**config.mk**
```make
export PLATFORM = sky130hd
export DESIGN_NAME = mgsa_ctrl
export DESIGN_NICKNAME = d
export VERILOG_FILES = /design/src/hw/rtl/mgsa_pkg.sv /design/src/hw/rtl/mgsa_ctrl.sv
export SDC_FILE = /design/constraint.sdc
export NUM_CORES = 1
export LEC_CHECK = 0
export ABC_AREA = 1
export ABC_CLOCK_PERIOD_IN_PS = 1400
export BUFFER_PORTS_ARGS = -buffer_cell sky130_fd_sc_hd__buf_2
export CORE_AREA = 2 2 39 41
export CTS_BUF_LIST = sky130_fd_sc_hd__clkbuf_4
export CTS_CLUSTER_SIZE = 12
export DETAILED_ROUTE_END_ITERATION = 8
export DIE_AREA = 0 0 41 43
export PLACE_DENSITY = 0.52
export SLEW_MARGIN = 0
export SYNTH_ARGS = -nofsm -noshare
export SYNTH_HDL_FRONTEND = slang
export SYNTH_SLANG_ARGS = --single-unit
```
**constraint.sdc**
```tcl
create_clock -name i_clk -period 1.4 [get_ports i_clk]
set_input_delay 0.21 -clock i_clk [delete_from_list [all_inputs] [get_ports i_clk]]
set_output_delay 0.21 -clock i_clk [all_outputs]
set_load 0.005 [all_outputs]
```
**src/hw/rtl/mgsa_pkg.sv**
```systemverilog
package mgsa_pkg;

    // Fixed field widths of one request and one response word.
    localparam int unsigned REQ_W      = 2;
    localparam int unsigned CHAN_W     = 6;
    localparam int unsigned POS_W      = 12;
    localparam int unsigned VALUE_W    = 32;
    localparam int unsigned CFG_W      = 7;
    // Plane area is the product of two configuration fields.
    localparam int unsigned AREA_W     = 2 * CFG_W;
    // Flat index channel * area + position.
    localparam int unsigned IDX_W      = CHAN_W + AREA_W + 1;

    // APB port geometry: three registers on a 32-bit data bus at byte addresses 0, 4 and 8.
    localparam int unsigned APB_ADDR_W = 4;
    localparam int unsigned APB_DATA_W = 32;

    // Defaults for the top-level parameters.
    localparam int unsigned DEF_BUFFER_DEPTH = 1024;
    localparam int unsigned DEF_DELTA_WIDTH  = 32;

    // Register indexes, taken from paddr[3:2].
    localparam logic [1:0] CFG_IDX_WIDTH  = 2'd0;
    localparam logic [1:0] CFG_IDX_HEIGHT = 2'd1;
    localparam logic [1:0] CFG_IDX_COUNT  = 2'd2;

    // Reset values of the registers.
    localparam logic [CFG_W-1:0] CFG_RST_WIDTH  = 7'd4;
    localparam logic [CFG_W-1:0] CFG_RST_HEIGHT = 7'd4;
    localparam logic [CFG_W-1:0] CFG_RST_COUNT  = 7'd1;

    typedef enum logic [REQ_W-1:0] {
        REQ_CLEAR = 2'd0,
        REQ_ACCUM = 2'd1,
        REQ_READ  = 2'd2,
        REQ_NONE  = 2'd3
    } t_req_type;

    typedef struct packed {
        logic [CFG_W-1:0] plane_width;
        logic [CFG_W-1:0] plane_height;
        logic [CFG_W-1:0] channel_count;
    } t_cfg;

    // Controller to datapath.
    typedef struct packed {
        logic capture;   // load the request word
        logic calc;      // form flat index and range checks
        logic rd;        // read the store entry
        logic upd;       // write back and load the response register
        logic clr_wr;    // write zero at the clear pointer
    } t_cmd;

    // Datapath to controller.
    typedef struct packed {
        logic clr_last;  // clear pointer is at the last entry
        logic out_free;  // response register can take a word this cycle
    } t_sts;

endpackage

```
**src/hw/rtl/mgsa_ctrl.sv**
```systemverilog
module mgsa_ctrl
    import mgsa_pkg::*;
(
    input  logic      i_clk,
    input  logic      i_rst_n,
    input  logic      i_in_valid,
    input  t_req_type i_in_req_type,
    input  t_sts      i_sts,
    output logic      o_in_ready,
    output t_cmd      o_cmd
);

    typedef enum logic [2:0] {
        S_CLEAR,
        S_IDLE,
        S_CALC,
        S_READ,
        S_UPD
    } t_state;

    t_state r_state;
    logic   r_ready;
    t_cmd   r_cmd;
    t_state n_state;
    t_cmd   n_cmd;

    always_comb begin
        n_state = r_state;
        unique case (r_state)
            S_CLEAR: begin
                if (i_sts.clr_last) begin
                    n_state = S_IDLE;
                end
            end
            S_IDLE: begin
                if (i_in_valid) begin
                    unique case (i_in_req_type)
                        REQ_CLEAR: n_state = S_CLEAR;
                        REQ_ACCUM: n_state = S_CALC;
                        REQ_READ:  n_state = S_CALC;
                        REQ_NONE:  n_state = S_IDLE;
                        default:   n_state = S_IDLE;
                    endcase
                end
            end
            S_CALC: n_state = S_READ;
            S_READ: n_state = S_UPD;
            S_UPD: begin
                if (i_sts.out_free) begin
                    n_state = S_IDLE;
                end
            end
            default: n_state = S_CLEAR;
        endcase
    end

    // Commands for the cycle after the transition, registered.
    always_comb begin
        n_cmd         = '0;
        n_cmd.clr_wr  = (n_state == S_CLEAR);
        n_cmd.calc    = (n_state == S_CALC);
        n_cmd.rd      = (n_state == S_READ);
    end

    always_ff @(posedge i_clk) begin
        if (!i_rst_n) begin
            r_state        <= S_CLEAR;
            r_ready        <= 1'b0;
            r_cmd          <= '{clr_wr: 1'b1, default: 1'b0};
        end else begin
            r_state <= n_state;
            r_ready <= (n_state == S_IDLE);
            r_cmd   <= n_cmd;
        end
    end

    // Capture and write-back depend on the handshake seen in this cycle.
    always_comb begin
        o_cmd         = r_cmd;
        o_cmd.capture = r_ready && i_in_valid;
        o_cmd.upd     = (r_state == S_UPD) && i_sts.out_free;
    end

    assign o_in_ready = r_ready;

endmodule

```
==> impl_metrics.json, run 1 <==
{
  "synth-seq-cells": 7,
  "sequential_cell_area_sq_um": 140,
  "holdBufCountCts": 0,
  "setup_total_negative_slack_ns": 0,
  "drt-vias-per-instance": 4.17,
  "place_area_sq_um": 423,
  "final_util_pct": 32.7,
  "finalHoldViolations": 0,
  "synthesis.yosys.warnings": 0,
  "setup_viol_count_final": 0,
  "endpoint_kind": "output pin",
  "layout-drive-gt1-share_pct": 40.0,
  "critPathTopFamily": "flip-flops",
  "maxCapViolCount": 0,
  "tritoncts_clock_tree": "done",
  "routed_wire_length_per_instance_um": 8.50,
  "cts.clk_slew.worst_paths_ns": 0.05,
  "boundaryPins": 13,
  "result_of_the_run": "finished, final reports clean",
  "antenna_found_initial": 0,
  "swShare_pct": 24.4,
  "clk_latency_ns": 0.25,
  "seq_power_share_pct": 44.4,
  "route.vias.total": 317,
  "arrival_ns": 1.04,
  "final.period_utilization_pct": 89.1,
  "postSynthNetCount": 52,
  "whs_ns": 0.153,
  "rsz_0062_raised_after_global_routing": "false",
  "place.port_buffers": 12,
  "power_leakage_nw": 0.247,
  "place_hpwl_um": 530,
  "max-clock-path-buffers": 2,
  "layout_min_cycle_time_ns": 1.25,
  "p_switching_mw": 0.120,
  "floorplan.die.height_um": 43,
  "crit_required_ns": 1.19,
  "worstSetupStartpointType": "flop",
  "fp.dieArea_sq_um": 1760,
  "via_count_of_the_first_global_routing_pass": 292,
  "holdCritPathClass": "input port to flop",
  "tritoncts.num_buffers": 3,
  "routabilityCongestion": 0.720,
  "syn_inst": 44,
  "insertedDiodeCount": 0,
  "wire_length_of_the_first_global_routing_pass_um": 1130,
  "area_growth_pct": 32.1,
  "cts.htree.levels": 1,
  "combPwrFrac_pct": 14.7,
  "slew_headroom_pct": 87.2,
  "most-common-layout-cells": "sky130_fd_sc_hd__buf_2, sky130_fd_sc_hd__inv_1, sky130_fd_sc_hd__nor2_1, sky130_fd_sc_hd__dfxtp_1, sky130_fd_sc_hd__nand2_1",
  "cts.root.buffer_cell": "sky130_fd_sc_hd__clkbuf_4",
  "path_cells": "nor2_1, nand3_1, inv_1, buf_2",
  "layout.nets": 69,
  "core_sq_um": 1380,
  "grt.total_usage_pct": 10.8,
  "initial_core_util_pct": 24.8,
  "path_buf_inv": 2,
  "critical_path.max_fanout": 5,
  "worst-r2r-setup-slack_ns": 0.33,
  "grt_start_max_net_pins": 6,
  "power_density_nw_per_um2": 1090,
  "fmax_mhz": 802,
  "global_route.overflow_total": 0,
  "worst_ir_drop_vdd_mv": 0.397,
  "netlist-cell-type-count": 15,
  "initialDrtViolationCount": 2,
  "critPathKind": "flop to output pin",
  "critPathMaxStageDelay_ns": 0.36,
  "rows": 14,
  "critical-path-slowest-cell": "sky130_fd_sc_hd__dfxtp_1",
  "mappedNetlistArea_sq_um": 343,
  "ys_seq_area_share_pct": 40.9,
  "clock-skew-final_ns": 0.00341,
  "post_cts_resized": 0,
  "mostFrequentLayoutCell": "sky130_fd_sc_hd__buf_2",
  "cts_sinks": 7,
  "clock_power_share_pct": 40.8,
  "synthesis.area_per_instance_sq_um": 7.79,
  "drc_errors": 0,
  "fillerInstances": 148,
  "design_area_sq_um": 453,
  "post-route-worst-setup-slack_ns": 0.152,
  "drt_pass1_iterations": 2,
  "antenna_violating_nets_post_route": 0,
  "place_ws_ns": 0.285,
  "worst_slew_pin_slew_ns": 0.190,
  "multi_input_area_sq_um": 169,
  "cts_setup_buffers": 0,
  "report.final.slew_viol_count": 0,
  "die_w_um": 41,
  "routed_wirelength_um": 646,
  "internal_power_mw": 0.372
}
flip-flops by register name (all words and copies together) (netlist names):
name,cells
o_in_ready,1
r_state,3
o_cmd,3
metrics by stage:
stage	total power, mW	std cells
floorplan	0.270	44
global placement	0.296	72
detailed placement	0.297	72
CTS	0.503	76
global route	0.523	76
finish	0.492	76
power by group through the flow:
stage	Sequential (mW)	Combinational [mW]	Clock (mW)
finish	0.219	0.0723	0.201
global placement	0.223	0.0732	0
detailed placement	0.223	0.0740	0
CTS	0.219	0.0741	0.210
floorplan	0.222	0.0476	0
global route	0.220	0.0847	0.218
routing by layer:
| metal | track usage (%) | vias to the layer above | routed length (um) |
|---|---|---|---|
| met4 | 14.0 | 0 | 34 |
| met2 | 14.7 | 12 | 287 |
| li1 | - | 171 | - |
| met3 | 4.71 | 4 | 52 |
| met1 | 9.74 | 130 | 272 |
| met5 | 0 | - | 0 |
synthesized netlist by cell type:
| cell | n | area (sq um) |
|---|---|---|
| sky130_fd_sc_hd__inv_1 | 9 | 33.8 |
| sky130_fd_sc_hd__nand3_1 | 3 | 15.0 |
| sky130_fd_sc_hd__nor2_4 | 1 | 11.3 |
| sky130_fd_sc_hd__o21ai_2 | 1 | 8.76 |
| sky130_fd_sc_hd__ha_1 | 1 | 12.5 |
| sky130_fd_sc_hd__nand2_2 | 1 | 6.26 |
| sky130_fd_sc_hd__nand2_1 | 6 | 22.5 |
| sky130_fd_sc_hd__o21ai_0 | 1 | 5.00 |
| sky130_fd_sc_hd__dfxtp_1 | 7 | 140 |
| sky130_fd_sc_hd__nand3_2 | 2 | 20.0 |
| sky130_fd_sc_hd__o21a_1 | 1 | 7.51 |
| sky130_fd_sc_hd__nor2_2 | 1 | 6.26 |
| sky130_fd_sc_hd__nor2_1 | 7 | 26.3 |
| sky130_fd_sc_hd__nor3_2 | 2 | 20.0 |
| sky130_fd_sc_hd__nand3b_1 | 1 | 7.51 |
area by class of cell:
type                    instances  share of cell area [%]
repair buffers                 12                    13.3
flip-flops and latches          7                    30.9
clock buffers                   4                    6.63
well taps                      16                    4.42
inverters                       9                    7.46
multi-input cells              28                    37.3
worst paths after layout:
kind	startpoint	endpoint	cells after the start
min	i_rst_n	o_cmd[0]	2
max reg2reg	r_state[0]	o_cmd[0]	7
max	r_state[0]	o_cmd[1]	4
min reg2reg	r_state[2]	r_state[2]	4
worst reg2reg max path, stage by stage, from the launching register on:
cell	delay (ns)
sky130_fd_sc_hd__dfxtp_1	0.42
sky130_fd_sc_hd__inv_1	0.08
sky130_fd_sc_hd__nor2_1	0.09
sky130_fd_sc_hd__nor2_1	0.05
sky130_fd_sc_hd__nor2_2	0.16
sky130_fd_sc_hd__nor2_4	0.06
sky130_fd_sc_hd__nand3_2	0.06
sky130_fd_sc_hd__nand2_1	0.04
cells by family (layout without fill, tap and decap cells):
kind of cell | count (synthesis) | in the layout | synth area share [%]
AOI/OAI and AO/OA | 3 | 3 | 6.20
and+or+nand+nor | 24 | 24 | 39.4
buffers and inverters | 9 | 25 | 9.85
adders and majority gates | 1 | 1 | 3.65
DFF | 7 | 7 | 40.9
No activity file was read; power rests on OpenSTA's default activity.
==> run 2: changes to the inputs <==
- RECOVER_POWER: unset -> 100
==> run 2 against run 1 <==
Wire length increased by 2.6%. Cell count unchanged. Sequential power about the same. Maximum frequency increased by 0.76%. Global-route usage unchanged. Worst setup slack improved by 0.0094 ns. Count of clock-buffer cells in the layout unchanged. Die area unchanged. Via count unchanged. Critical path depth unchanged. Cell area decreased by 4.7%. Combinational power decreased by 13%. Critical path type unchanged. Critical endpoint unchanged. Highest routed layer unchanged.
==> impl_metrics.json, run 2 (synthesized netlist as in run 1, its figures left out) <==
{
  "cts.root.buffer_cell": "sky130_fd_sc_hd__clkbuf_4",
  "most-common-layout-cells": "sky130_fd_sc_hd__buf_2, sky130_fd_sc_hd__inv_1, sky130_fd_sc_hd__nor2_1",
  "crit_required_ns": 1.19,
  "routed_wirelength_um": 663,
  "grt_start_max_net_pins": 6,
  "mostFrequentLayoutCell": "sky130_fd_sc_hd__buf_2",
  "finalHoldViolations": 0,
  "cts.clk_slew.worst_paths_ns": 0.05,
  "place.port_buffers": 12,
  "wire_length_of_the_first_global_routing_pass_um": 1130,
  "power_density_nw_per_um2": 1120,
  "grt.total_usage_pct": 10.8,
  "met3_usage_pct": 4.71,
  "layout-drive-gt1-share_pct": 30.0,
  "initialDrtViolationCount": 2,
  "drc_errors": 0,
  "routabilityCongestion": 0.720,
  "initial_core_util_pct": 24.8,
  "fmax_mhz": 808,
  "fp.dieArea_sq_um": 1760,
  "holdCritPathClass": "input port to flop",
  "die_w_um": 41,
  "worstSetupStartpointType": "flop",
  "clock-skew-final_ns": 0.00341,
  "endpoint_kind": "output pin",
  "boundaryPins": 13,
  "grt.met2_usage_pct": 14.7,
  "tritoncts.num_buffers": 3,
  "insertedDiodeCount": 0,
  "floorplan.die.height_um": 43,
  "via_count_of_the_first_global_routing_pass": 292,
  "busiest_layer": "met2",
  "cts.htree.levels": 1,
  "power_leakage_nw": 0.234,
  "drt_pass1_iterations": 2,
  "place_hpwl_um": 530,
  "layout.nets": 69,
  "worst_slew_pin_slew_ns": 0.304,
  "post_cts_resized": 0,
  "setup_total_negative_slack_ns": 0,
  "tritoncts_clock_tree": "done",
  "result_of_the_run": "finished, final reports clean",
  "slew_headroom_pct": 79.5,
  "worst_ir_drop_vdd_mv": 0.396,
  "grt_util_met1_pct": 9.74,
  "place_area_sq_um": 423,
  "cts_setup_buffers": 0,
  "rsz_0062_raised_after_global_routing": "false",
  "setup_viol_count_final": 0,
  "core_sq_um": 1380,
  "layout_min_cycle_time_ns": 1.24,
  "routed_wire_length_per_instance_um": 8.72,
  "cts_sinks": 7,
  "antenna_violating_nets_post_route": 0,
  "rows": 14,
  "clk_latency_ns": 0.25,
  "critical_path.max_fanout": 5,
  "design_area_sq_um": 432,
  "maxCapViolCount": 0,
  "total_placed_cells_including_tap_cells": 72,
  "area_growth_pct": 25.9,
  "final_util_pct": 31.2,
  "report.final.slew_viol_count": 0,
  "route.vias.total": 317,
  "drt-vias-per-instance": 4.17,
  "critPathKind": "flop to output pin",
  "holdBufCountCts": 0,
  "finalNonFillerCells": 76,
  "max-clock-path-buffers": 2,
  "arrival_ns": 1.03,
  "global_route.overflow_total": 0,
  "antenna_found_initial": 0,
  "final.period_utilization_pct": 88.4
}
## run 2: cell type report
cell class                 instances  area [sq um]
sequential                         7           140
timing repair buffer              12          57.6
multi-input combinational         28           150
fill                             153           952
inverter                           9          33.8
tap                               16          20.0
clock buffer                       4          30.0
## run 2: worst paths after layout
kind | startpoint | to | slack, ns | cells after the start
setup / recovery | r_state[0] | o_cmd[1] | 0.16 | 4
hold / removal | i_rst_n | o_cmd[0] | 0.15 | 2
setup reg to reg | r_state[0] | o_cmd[3] | 0.22 | 4
hold reg to reg | r_state[2] | r_state[2] | 0.64 | 4
## run 2: power by group
part	switching [mW]	total [mW]	internal [mW]
Clock	0.0728	0.201	0.128
Sequential	0.00742	0.218	0.211
Combinational	0.0354	0.0632	0.0277
Total	0.116	0.482	0.367
## run 2: critical path, cell delays in order, from the launching register on
cell and delay, ns:
sky130_fd_sc_hd__dfxtp_1 0.35, sky130_fd_sc_hd__nor2_1 0.15, sky130_fd_sc_hd__nand3_1 0.12, sky130_fd_sc_hd__inv_1 0.06, sky130_fd_sc_hd__buf_2 0.10
## run 2: per-layer routing
metal  share of wire [%]  up-vias
met1                  43      132
li1                    -      169
met5                   0        -
met3                 8.1        4
met2                  43       12
met4                 5.1        0
## run 2: stage by stage
step	setup WS (ns)	power (mW)	hold slack (ns)
finish	0.162	0.482	0.153
global placement	0.302	0.296	0.420
global route	0.0597	0.513	0.152
CTS	0.138	0.503	0.151
detailed placement	0.285	0.297	0.416
floorplan	0.439	0.270	0.279
