$ cat src/hw/rtl/mgsa_pkg.sv
package mgsa_pkg;

    // Fixed field widths of one request and one response word.
    localparam int unsigned REQ_W      = 2;
    localparam int unsigned CHAN_W     = 6;
    localparam int unsigned POS_W      = 12;
    localparam int unsigned VALUE_W    = 32;
    localparam int unsigned CFG_W      = 7;
    // Plane area is the product of two configuration fields.
    localparam int unsigned AREA_W     = 2 * CFG_W;
    // Flat index channel * area + position.
    localparam int unsigned IDX_W      = CHAN_W + AREA_W + 1;

    // APB port geometry: three registers on a 32-bit data bus at byte addresses 0, 4 and 8.
    localparam int unsigned APB_ADDR_W = 4;
    localparam int unsigned APB_DATA_W = 32;

    // Defaults for the top-level parameters.
    localparam int unsigned DEF_BUFFER_DEPTH = 1024;
    localparam int unsigned DEF_DELTA_WIDTH  = 32;

    // Register indexes, taken from paddr[3:2].
    localparam logic [1:0] CFG_IDX_WIDTH  = 2'd0;
    localparam logic [1:0] CFG_IDX_HEIGHT = 2'd1;
    localparam logic [1:0] CFG_IDX_COUNT  = 2'd2;

    // Reset values of the registers.
    localparam logic [CFG_W-1:0] CFG_RST_WIDTH  = 7'd4;
    localparam logic [CFG_W-1:0] CFG_RST_HEIGHT = 7'd4;
    localparam logic [CFG_W-1:0] CFG_RST_COUNT  = 7'd1;

    typedef enum logic [REQ_W-1:0] {
        REQ_CLEAR = 2'd0,
        REQ_ACCUM = 2'd1,
        REQ_READ  = 2'd2,
        REQ_NONE  = 2'd3
    } t_req_type;

    typedef struct packed {
        logic [CFG_W-1:0] plane_width;
        logic [CFG_W-1:0] plane_height;
        logic [CFG_W-1:0] channel_count;
    } t_cfg;

    // Controller to datapath.
    typedef struct packed {
        logic capture;   // load the request word
        logic calc;      // form flat index and range checks
        logic rd;        // read the store entry
        logic upd;       // write back and load the response register
        logic clr_wr;    // write zero at the clear pointer
    } t_cmd;

    // Datapath to controller.
    typedef struct packed {
        logic clr_last;  // clear pointer is at the last entry
        logic out_free;  // response register can take a word this cycle
    } t_sts;

endpackage

$ cat src/hw/rtl/mgsa_cfg.sv
module mgsa_cfg
    import mgsa_pkg::*;
(
    input  logic                  i_clk,
    input  logic                  i_rst_n,
    input  logic                  psel,
    input  logic                  penable,
    input  logic                  pwrite,
    input  logic [APB_ADDR_W-1:0] paddr,
    input  logic [APB_DATA_W-1:0] pwdata,
    output logic [APB_DATA_W-1:0] prdata,
    output logic                  pready,
    output t_cfg                  o_cfg
);

    logic [CFG_W-1:0] r_width;
    logic [CFG_W-1:0] r_height;
    logic [CFG_W-1:0] r_count;
    logic             w_wr;
    logic [1:0]       w_idx;

    assign pready = 1'b1;
    assign w_idx  = paddr[3:2];
    assign w_wr   = psel && penable && pwrite;

    always_ff @(posedge i_clk) begin
        if (!i_rst_n) begin
            r_width  <= CFG_RST_WIDTH;
            r_height <= CFG_RST_HEIGHT;
            r_count  <= CFG_RST_COUNT;
        end else if (w_wr) begin
            if (w_idx == CFG_IDX_WIDTH) begin
                r_width <= pwdata[CFG_W-1:0];
            end
            if (w_idx == CFG_IDX_HEIGHT) begin
                r_height <= pwdata[CFG_W-1:0];
            end
            if (w_idx == CFG_IDX_COUNT) begin
                r_count <= pwdata[CFG_W-1:0];
            end
        end
    end

    always_comb begin
        prdata = '0;
        unique case (w_idx)
            CFG_IDX_WIDTH:  prdata = APB_DATA_W'(r_width);
            CFG_IDX_HEIGHT: prdata = APB_DATA_W'(r_height);
            CFG_IDX_COUNT:  prdata = APB_DATA_W'(r_count);
            default:        prdata = '0;
        endcase
    end

    assign o_cfg.plane_width   = r_width;
    assign o_cfg.plane_height  = r_height;
    assign o_cfg.channel_count = r_count;

endmodule

$ cat config.mk
export PLATFORM = sky130hd
export DESIGN_NAME = mgsa_cfg
export DESIGN_NICKNAME = d
export VERILOG_FILES = /design/src/hw/rtl/mgsa_pkg.sv /design/src/hw/rtl/mgsa_cfg.sv
export SDC_FILE = /design/constraint.sdc
export NUM_CORES = 1
export LEC_CHECK = 0
export BUFFER_PORTS_ARGS = -buffer_cell sky130_fd_sc_hd__buf_2
export CAP_MARGIN = 15
export CORE_MARGIN = 5
export CORE_UTILIZATION = 39
export CTS_CLUSTER_DIAMETER = 80
export DETAILED_ROUTE_END_ITERATION = 8
export PLACE_DENSITY = 0.87
export SLEW_MARGIN = 20
export SYNTH_ARGS = -nofsm -noshare
export SYNTH_HDL_FRONTEND = slang
export SYNTH_SLANG_ARGS = --single-unit
$ cat constraint.sdc
create_clock -name i_clk -period 1.36 [get_ports i_clk]
set_input_delay 0.204 -clock i_clk [delete_from_list [all_inputs] [get_ports i_clk]]
set_output_delay 0.204 -clock i_clk [all_outputs]
set_load 0.02 [all_outputs]
==> results of run 1 <==
[critical path: stages, from the launching register on]
cell                      delay, ns
sky130_fd_sc_hd__dfxtp_1       0.37
sky130_fd_sc_hd__mux2i_1       0.07
sky130_fd_sc_hd__o21ai_0       0.15
sky130_fd_sc_hd__buf_2         0.19
[logic make-up after synthesis]
| group | after synthesis |
|---|---|
| simple gates | 43 |
| other cells | 2 |
| compound gates | 8 |
| mux | 27 |
| buf+inv | 35 |
| flops | 21 |
[synth_stat cells (all sizes together)]
master	number	area share
buf	33	0.21
o211ai	1	0.0063
and2	1	0.0053
nand3b	1	0.0063
clkbuf	1	0.0032
nor2b	4	0.021
nand2	32	0.10
o21ai	7	0.029
inv	1	0.0032
conb	2	0.0063
mux2i	27	0.23
nand3	2	0.0084
dfxtp	21	0.35
or3	1	0.0053
nor3b	1	0.011
and3	1	0.0053
[placed cells by master (no fill, tap or decap), drive strengths merged]
cell type	synthesis	routed
dfxtp	21	21
nand3b	1	1
or3	1	1
o211ai	1	1
buf	33	51
nand3	2	2
o21ai	7	7
and3	1	1
and2	1	1
nor2b	4	4
mux2i	27	27
inv	1	1
nor3b	1	1
clkbuf	1	4
conb	2	26
nand2	32	32
[registers in the layout, indices dropped and copies added (netlist names)]
signal,flops
r_height,7
r_width,7
r_count,7
[path summary, 6_finish.rpt]
path	from	to	slack (ns)	cells past startpoint
worst max-delay path	r_width[2]$_SDFFE_PN1P_	prdata[2]	0.09	3
worst min-delay path	pwdata[2]	r_count[2]$_SDFFE_PN0P_	0.17	3
worst max register to register	r_count[3]$_SDFFE_PN0P_	r_count[3]$_SDFFE_PN0P_	0.72	2
worst min register to register	r_width[5]$_SDFFE_PN0P_	r_width[5]$_SDFFE_PN0P_	0.48	2
[cell type report]
cell class / count / area (um^2)
inverter: 1 / 3.75
multi-input combinational: 104 / 604
clock buffer: 4 / 26.3
tap: 33 / 41.3
timing repair buffer: 51 / 285
sequential: 21 / 420
fill: 288 / 1600
[where the power goes]
group | internal [mW] | leakage [nW] | switching (mW)
sequential | 0.623 | 0.170 | 0.00587
combinational | 0.0577 | 0.564 | 0.142
clock | 0.114 | 0.0150 | 0.169
total | 0.795 | 0.749 | 0.318
[per-layer routing]
layer	up-vias	GRT usage	routed length [um]
li1	486	-	-
met1	442	0.147	1150
met2	33	0.209	1250
met3	4	0.0308	170
met4	0	0.0415	33
met5	-	0	0
[metrics by stage]
step	hold slack, ns	utilization	setup slack (ns)	instance area, um^2
after global routing	0.175	0.464	-0.0194	1380
after detailed placement	0.464	0.453	0.0949	1350
after CTS	0.165	0.462	0.0428	1380
final	0.169	0.464	0.0865	1380
after floorplan	0.346	-	0.130	1280
after global placement	0.456	0.453	0.127	1350
==> impl_summary.log, run 1 <==
INFO  metric outcome = finished, final reports clean
INFO  metric detail_route.wl_per_cell = 12.1 um
INFO  metric row_count = 20
INFO  metric number_of_antenna_violations_at_the_first_check_in_global_routing = 0
INFO  metric max-clock-path-buffers = 2
INFO  metric post_synth_xor_area_fraction = 0
INFO  metric tritoncts = yes
INFO  metric drc_errors = 0
INFO  metric power.density_cell_area = 805 nW/um^2
INFO  metric count_of_max_cap_constraint_violations = 0
INFO  metric grt_setup_unrepaired = yes
INFO  metric cts_root_buffer = sky130_fd_sc_hd__clkbuf_4
INFO  metric fp.dieArea = 4260 um^2
INFO  metric worst_skew_pair.late_latency = 0.29 ns
INFO  metric post-cts-setup-buffer-count = 0
INFO  metric syn2layout_area_growth = 16.1%
INFO  metric grt_start_max_net_pins = 24
INFO  metric post_synth_num_cell_types = 19
INFO  metric worst-endpoint-required = 1.16 ns
INFO  metric fin_setup_tns = 0 ns
INFO  metric dr_total_vias = 965
INFO  metric post_synth_fa_ha_maj_area_fraction = 0
INFO  metric grt_pass1_wl = 4150 um
INFO  metric clock_sink_count = 21
INFO  metric dr.first_iter.drc_count = 17
INFO  metric seq_area_frac_synth = 0.353
INFO  metric die_y_extent = 65.2 um
INFO  metric synth_top_family_by_area = multiplexers
INFO  metric post-route-period-util = 0.936
INFO  metric final_hold_viol_count = 0
INFO  metric fmax = 785 MHz
INFO  metric htree_num_levels = 1
INFO  metric synthSimpleGateAreaFrac = 0.163
INFO  metric layout_min_cycle_time = 1.27 ns
INFO  metric syn_area_per_cell = 8.75 um^2
INFO  metric first_global_vias = 949
INFO  metric cts_resized = 0
INFO  metric via_per_inst = 4.51
INFO  metric synth_compound_area_frac = 0.0358
INFO  metric place.detailed.instances = 210
INFO  metric ioPinCount = 95
INFO  metric drt_pass1_iterations = 4
INFO  metric io_buffers = 41
INFO  metric hold_buffers = 0
INFO  metric synth.cell_area = 1190 um^2
INFO  metric netlist_instances = 136
INFO  metric final-instance-count-excl-fill = 214
INFO  metric finClkSkew = 0 ns
INFO  metric cp_max_fo = 3
INFO  metric report.final.setup_viol = 0
INFO  metric gp_congestion = 0.837
INFO  metric min-delay-path-class = primary input to flop
INFO  metric cp-end-kind = output port
INFO  metric start_util = 0.400
INFO  metric die-width = 65.2 um
INFO  metric totalPowerFinal = 1.11 mW
INFO  metric number_of_routed_nets_with_antenna_violations = 0
INFO  metric number_of_antenna_diodes = 0
INFO  metric final_layout_size_suffix_gt1_frac = 0.304
INFO  metric critical_path_arrival = 1.07 ns
INFO  metric detailedPlacementHpwl = 2160 um
INFO  metric finalNetCount = 223
INFO  metric classification_of_the_worst_setup_path = flop to output port
INFO  metric cts_buffers = 3
INFO  metric synth-seq-cells = 21
INFO  metric gr-usage-all-layers = 0.122
INFO  metric vdd_drop_max = 375 uV
INFO  metric setup.worst_path.start_class = flop
INFO  metric core = 2980 um^2
INFO  metric clkSlewWorstSetupHoldPaths = 0.11 ns
INFO  metric grt_overflow = 0
INFO  metric syn_warnings = 0
INFO  metric synth.area.mux_share = 0.227
INFO  metric drv_slew = 0
INFO  metric p_leak = 0.749 nW
INFO  metric finalWirelength = 2600 um
Note: power is estimated with default switching activity, not from simulation.
==> run 2: changes to the inputs <==
Settings changed: REMOVE_ABC_BUFFERS from default to 1.
==> impl_summary.log, run 2 (same netlist as run 1, synthesis figures left out) <==
INFO  metric drv_slew = 0
INFO  metric grt_overflow = 0
INFO  metric final_hold_viol_count = 0
INFO  metric drt_pass1_iterations = 4
INFO  metric max-clock-path-buffers = 2
INFO  metric gr-usage-all-layers = 0.127
INFO  metric core = 2980 um^2
INFO  metric classification_of_the_worst_setup_path = flop to output port
INFO  metric row_count = 20
INFO  metric number_of_routed_nets_with_antenna_violations = 0
INFO  metric start_util = 0.400
INFO  metric dr_total_vias = 976
INFO  metric outcome = finished, final reports clean
INFO  metric gp_congestion = 0.780
INFO  metric final_common_cell = sky130_fd_sc_hd__buf_2
INFO  metric final_layout_size_suffix_gt1_frac = 0.337
INFO  metric post-cts-setup-buffer-count = 0
INFO  metric cp_max_fo = 3
INFO  metric clkSlewWorstSetupHoldPaths = 0.11 ns
INFO  metric cts_root_buffer = sky130_fd_sc_hd__clkbuf_4
INFO  metric drc_errors = 0
INFO  metric worst_skew_pair.late_latency = 0.30 ns
INFO  metric grt_start_max_net_pins = 28
INFO  metric combinational_fraction_of_design_power = 0.179
INFO  metric ioPinCount = 95
INFO  metric switchingPower = 0.324 mW
INFO  metric clock_sink_count = 21
INFO  metric layout.cells.most_common_list = sky130_fd_sc_hd__buf_2 (39), sky130_fd_sc_hd__nand2_1 (32), sky130_fd_sc_hd__mux2i_1 (27)
INFO  metric internal_power = 0.795 mW
INFO  metric die_y_extent = 65.2 um
INFO  metric power.clock.fraction = 0.259
INFO  metric htree_num_levels = 1
INFO  metric detailedPlacementHpwl = 2090 um
INFO  metric post-route-period-util = 0.942
INFO  metric min-delay-path-class = primary input to flop
INFO  metric holdPathStages = 3
INFO  metric count_of_max_cap_constraint_violations = 0
INFO  metric grt_pass1_wl = 4270 um
INFO  metric syn2layout_area_growth = 16.7%
INFO  metric dr.first_iter.drc_count = 29
INFO  metric r2r-start = r_count[0]$_SDFFE_PN1P_
INFO  metric fmax = 781 MHz
INFO  metric finClkSkew = 0 ns
INFO  metric via_per_inst = 4.56
INFO  metric die-width = 65.2 um
INFO  metric report.final.setup_viol = 0
INFO  metric layout_min_cycle_time = 1.28 ns
INFO  metric first_global_vias = 934
INFO  metric hold_ep = r_count[2]$_SDFFE_PN0P_
INFO  metric swShare = 0.289
INFO  metric ff_to_ff_path_depth = 2
INFO  metric worst_setup_slack_final = 0.0795 ns
INFO  metric post-route-util = 0.466
INFO  metric finalNetCount = 223
INFO  metric largest_regs = r_count x7, r_height x7, r_width x7
INFO  metric cp-end-kind = output port
INFO  metric cts_buffers = 3
INFO  metric number_of_antenna_diodes = 0
INFO  metric power.density_cell_area = 806 nW/um^2
INFO  metric detail_route.wl_per_cell = 12.1 um
INFO  metric fp.dieArea = 4260 um^2
INFO  metric worst-endpoint-required = 1.16 ns
INFO  metric hold_buffers = 0
INFO  metric rrSetupSlack = 0.73 ns
INFO  metric setup.worst_path.start_class = flop
INFO  metric number_of_antenna_violations_at_the_first_check_in_global_routing = 0
INFO  metric fin_setup_tns = 0 ns
INFO  metric io_buffers = 41
INFO  metric seqPwrFrac = 0.562
INFO  metric holdCritStartpoint = pwdata[2]
INFO  metric cp-startpoint = r_height[4]$_SDFFE_PN0P_
INFO  metric placement.setup.worst_slack = 0.0997 ns
INFO  metric finalWirelength = 2590 um
INFO  metric tritoncts = yes
INFO  metric fin_worst_hold_slack = 0.165 ns
INFO  metric vdd_drop_max = 255 uV
INFO  metric critical_path_arrival = 1.08 ns
INFO  metric grt_setup_unrepaired = no
INFO  metric crit-reg2reg-capture = r_count[0]$_SDFFE_PN1P_
INFO  metric p_leak = 0.751 nW
-- run 2: cell counts in the layout (fill, tap and decap cells not counted) --
No cell type changed its count.
-- run 2: power groups by stage --
stage	combinational (mW)	sequential (mW)	clock [mW]
global placement	0.196	0.643	0
finish	0.200	0.629	0.290
CTS	0.198	0.629	0.307
global route	0.219	0.631	0.330
floorplan	0.108	0.653	0
detailed placement	0.197	0.643	0
-- run 2: how the worst max path moves through the flow --
stage	end
6_report	prdata[4]
5_1_grt	prdata[2]
4_1_cts	prdata[5]
3_5_place_dp	r_count[4]$_SDFFE_PN0P_
3_3_place_gp	r_count[1]$_SDFFE_PN0P_
2_1_floorplan	prdata[2]
-- run 2: layer usage --
metal	GRT usage	share of wire	routed length [um]
met4	0.0622	0.019	49
met1	0.158	0.41	1060
met3	0.0205	0.081	210
met2	0.212	0.49	1270
met5	0	0	0
-- run 2: cell type report --
class / instances / area [um^2]
clock buffers: 4 / 26.3
multi-input cells: 104 / 604
flip-flops and latches: 21 / 428
repair buffers: 51 / 285
well taps: 33 / 41.3
fillers: 313 / 1590
inverters: 1 / 3.75
-- run 2: timing repair --
item / 4_1_cts / 5_1_grt
gates resized for setup: 1 / 11
setup endpoints to repair: 1 / 6
hold endpoints to repair: 0 / 0
gates cloned: 0 / 0
-- run 2: through the flow --
stage | power (mW) | instances | area, um^2
2_1_floorplan | 0.761 | 126 | 1030
3_3_place_gp | 0.839 | 210 | 1350
3_5_place_dp | 0.841 | 210 | 1350
4_1_cts | 1.13 | 214 | 1380
5_1_grt | 1.18 | 214 | 1390
6_report | 1.12 | 214 | 1390
-- run 2: critical path, stage by stage, from the launching register on --
cell and delay (ns):
sky130_fd_sc_hd__dfxtp_1 0.37, sky130_fd_sc_hd__mux2i_1 0.08, sky130_fd_sc_hd__o21ai_0 0.14, sky130_fd_sc_hd__buf_2 0.19
==> run 3: changes to the inputs <==
Settings changed: CELL_PAD_IN_SITES_DETAIL_PLACEMENT from default to 0, CELL_PAD_IN_SITES_GLOBAL_PLACEMENT from default to 2, CORE_UTILIZATION 39 to 19, PLACE_DENSITY 0.87 to 0.84.
==> impl_summary.log, run 3 (same netlist as run 1, synthesis figures left out) <==
INFO  metric start_util = 0.199
INFO  metric drv_slew = 0
INFO  metric classification_of_the_worst_setup_path = flop to output port
INFO  metric cp_slowest_cell = sky130_fd_sc_hd__dfxtp_1
INFO  metric critical_path_arrival = 1.07 ns
INFO  metric final_hold_viol_count = 0
INFO  metric vdd_drop_max = 446 uV
INFO  metric final_layout_size_suffix_gt1_frac = 0.309
INFO  metric cts_buffers = 3
INFO  metric die_y_extent = 89.1 um
INFO  metric cp-startpoint = r_width[3]$_SDFFE_PN0P_
INFO  metric cts_root_buffer = sky130_fd_sc_hd__clkbuf_8
INFO  metric fin_worst_hold_slack = 0.197 ns
INFO  metric gr-usage-all-layers = 0.0771
INFO  metric drc_errors = 0
INFO  metric htree_num_levels = 1
INFO  metric clock_sink_count = 21
INFO  metric worst_skew_pair.late_latency = 0.26 ns
INFO  metric place.detailed.instances = 252
INFO  metric die-width = 89.1 um
INFO  metric layout_min_cycle_time = 1.28 ns
INFO  metric io_buffers = 41
INFO  metric totalPowerFinal = 1.25 mW
INFO  metric fin_setup_tns = 0 ns
INFO  metric count_of_max_cap_constraint_violations = 0
INFO  metric dr_total_vias = 941
INFO  metric clkSlewWorstSetupHoldPaths = 0.08 ns
INFO  metric grt_pass1_wl = 4660 um
INFO  metric post-route-period-util = 0.939
INFO  metric outcome = finished, final reports clean
INFO  metric tritoncts = yes
INFO  metric grt_overflow = 0
INFO  metric core = 5990 um^2
INFO  metric min-delay-path-class = primary input to flop
INFO  metric detail_route.wl_per_cell = 12.3 um
INFO  metric grt_setup_unrepaired = no
INFO  metric ioPinCount = 95
INFO  metric holdCritStartpoint = pwdata[2]
INFO  metric fmax = 783 MHz
INFO  metric rrSetupSlack = 0.73 ns
INFO  metric timing.critical_path.buf_inv = 1
INFO  metric r2r-start = r_height[6]$_SDFFE_PN0P_
INFO  metric fp.dieArea = 7950 um^2
INFO  metric critPathTopFamily = flip-flops
INFO  metric via_per_inst = 3.68
INFO  metric final-instance-count-excl-fill = 256
INFO  metric finalWirelength = 3140 um
INFO  metric p_leak = 0.764 nW
INFO  metric report.final.setup_viol = 0
INFO  metric drt_pass1_iterations = 4
INFO  metric power.density_cell_area = 855 nW/um^2
INFO  metric ff_to_ff_path_depth = 2
INFO  metric max-clock-path-buffers = 2
INFO  metric grt_start_max_net_pins = 22
INFO  metric number_of_routed_nets_with_antenna_violations = 0
INFO  metric hold_buffers = 0
INFO  metric cp_slowest_stage_delay = 0.36 ns
INFO  metric cp.depth = 3
INFO  metric final_common_cell = sky130_fd_sc_hd__buf_2
INFO  metric largest_regs = r_count x7, r_height x7, r_width x7
INFO  metric nFillCells = 679
INFO  metric syn2layout_area_growth = 23.0%
INFO  metric worst-endpoint-required = 1.16 ns
INFO  metric cp_max_fo = 3
INFO  metric setup.worst_path.start_class = flop
INFO  metric dr.first_iter.drc_count = 44
INFO  metric crit-reg2reg-capture = r_height[6]$_SDFFE_PN0P_
INFO  metric row_count = 28
INFO  metric timing.critical_path.to = prdata[3]
INFO  metric first_global_vias = 924
INFO  metric detailedPlacementHpwl = 2560 um
INFO  metric number_of_antenna_violations_at_the_first_check_in_global_routing = 0
INFO  metric gp_congestion = 0.730
INFO  metric cp-end-kind = output port
INFO  metric finalNetCount = 223
INFO  metric layout.cells.most_common_list = sky130_fd_sc_hd__buf_2 (40), sky130_fd_sc_hd__nand2_1 (32), sky130_fd_sc_hd__mux2i_1 (27)
INFO  metric number_of_antenna_diodes = 0
INFO  metric crit_path_cell_trace = mux2i_1 > o21ai_0 > buf_2
INFO  metric finClkSkew = 0 ns
-- run 3: changes by cell type in the layout (fill, tap and decap cells not counted), moves of 2 or more --
cell	before	now
sky130_fd_sc_hd__dfxtp_2	6	0
sky130_fd_sc_hd__clkbuf_4	3	0
sky130_fd_sc_hd__dfxtp_1	15	21
sky130_fd_sc_hd__buf_4	12	10
sky130_fd_sc_hd__clkbuf_8	0	3
-- run 3: per-stage QoR --
step	setup WS [ns]	cell area, um^2	util
floorplan	0.130	1030	-
global placement	0.123	1420	0.236
detailed placement	0.124	1420	0.236
CTS	0.0310	1460	0.244
global route	0.0121	1460	0.244
finish	0.0827	1460	0.244
-- run 3: repair_timing --
| item | CTS | global route |
|---|---|---|
| buffers inserted | 0 | 0 |
| resized for setup | 0 | 5 |
| endpoints found under the setup margin | 0 | 4 |
-- run 3: worst min-delay path, stage by stage --
cell,delay (ns)
sky130_fd_sc_hd__buf_2,0.10
sky130_fd_sc_hd__nand2_1,0.05
sky130_fd_sc_hd__mux2i_1,0.05
-- run 3: where the power goes --
group / total, mW / internal [mW] / switching (mW)
Combinational: 0.210 / 0.0624 / 0.147
Sequential: 0.628 / 0.623 / 0.00591
Clock: 0.414 / 0.204 / 0.210
-- run 3: how the worst min path moves through the flow --
stage,endpoint,depth (start not counted),slack [ns]
4_1_cts,r_count[2]$_SDFFE_PN0P_,3,0.19
5_1_grt,r_count[2]$_SDFFE_PN0P_,3,0.22
3_3_place_gp,r_count[3]$_SDFFE_PN0P_,2,0.46
3_5_place_dp,r_count[3]$_SDFFE_PN0P_,2,0.47
2_1_floorplan,r_count[0]$_SDFFE_PN1P_,1,0.29
6_report,r_count[2]$_SDFFE_PN0P_,3,0.20
-- run 3: final cells by class --
| cell class | count | area, um^2 | area share |
|---|---|---|---|
| well taps | 75 | 93.8 | 0.0641 |
| repair buffers | 51 | 295 | 0.202 |
| clock buffers | 3 | 41.3 | 0.0282 |
| inverters | 1 | 3.75 | 0.00256 |
| multi-input cells | 104 | 604 | 0.413 |
| flip-flops and latches | 21 | 420 | 0.287 |
| clock inverters | 1 | 5.00 | 0.00342 |
-- run 3: layer usage --
metal,track usage,part of all wire
met1,0.102,0.46
met3,0.0332,0.11
met4,0.00812,0.0013
met2,0.121,0.43
met5,0,0
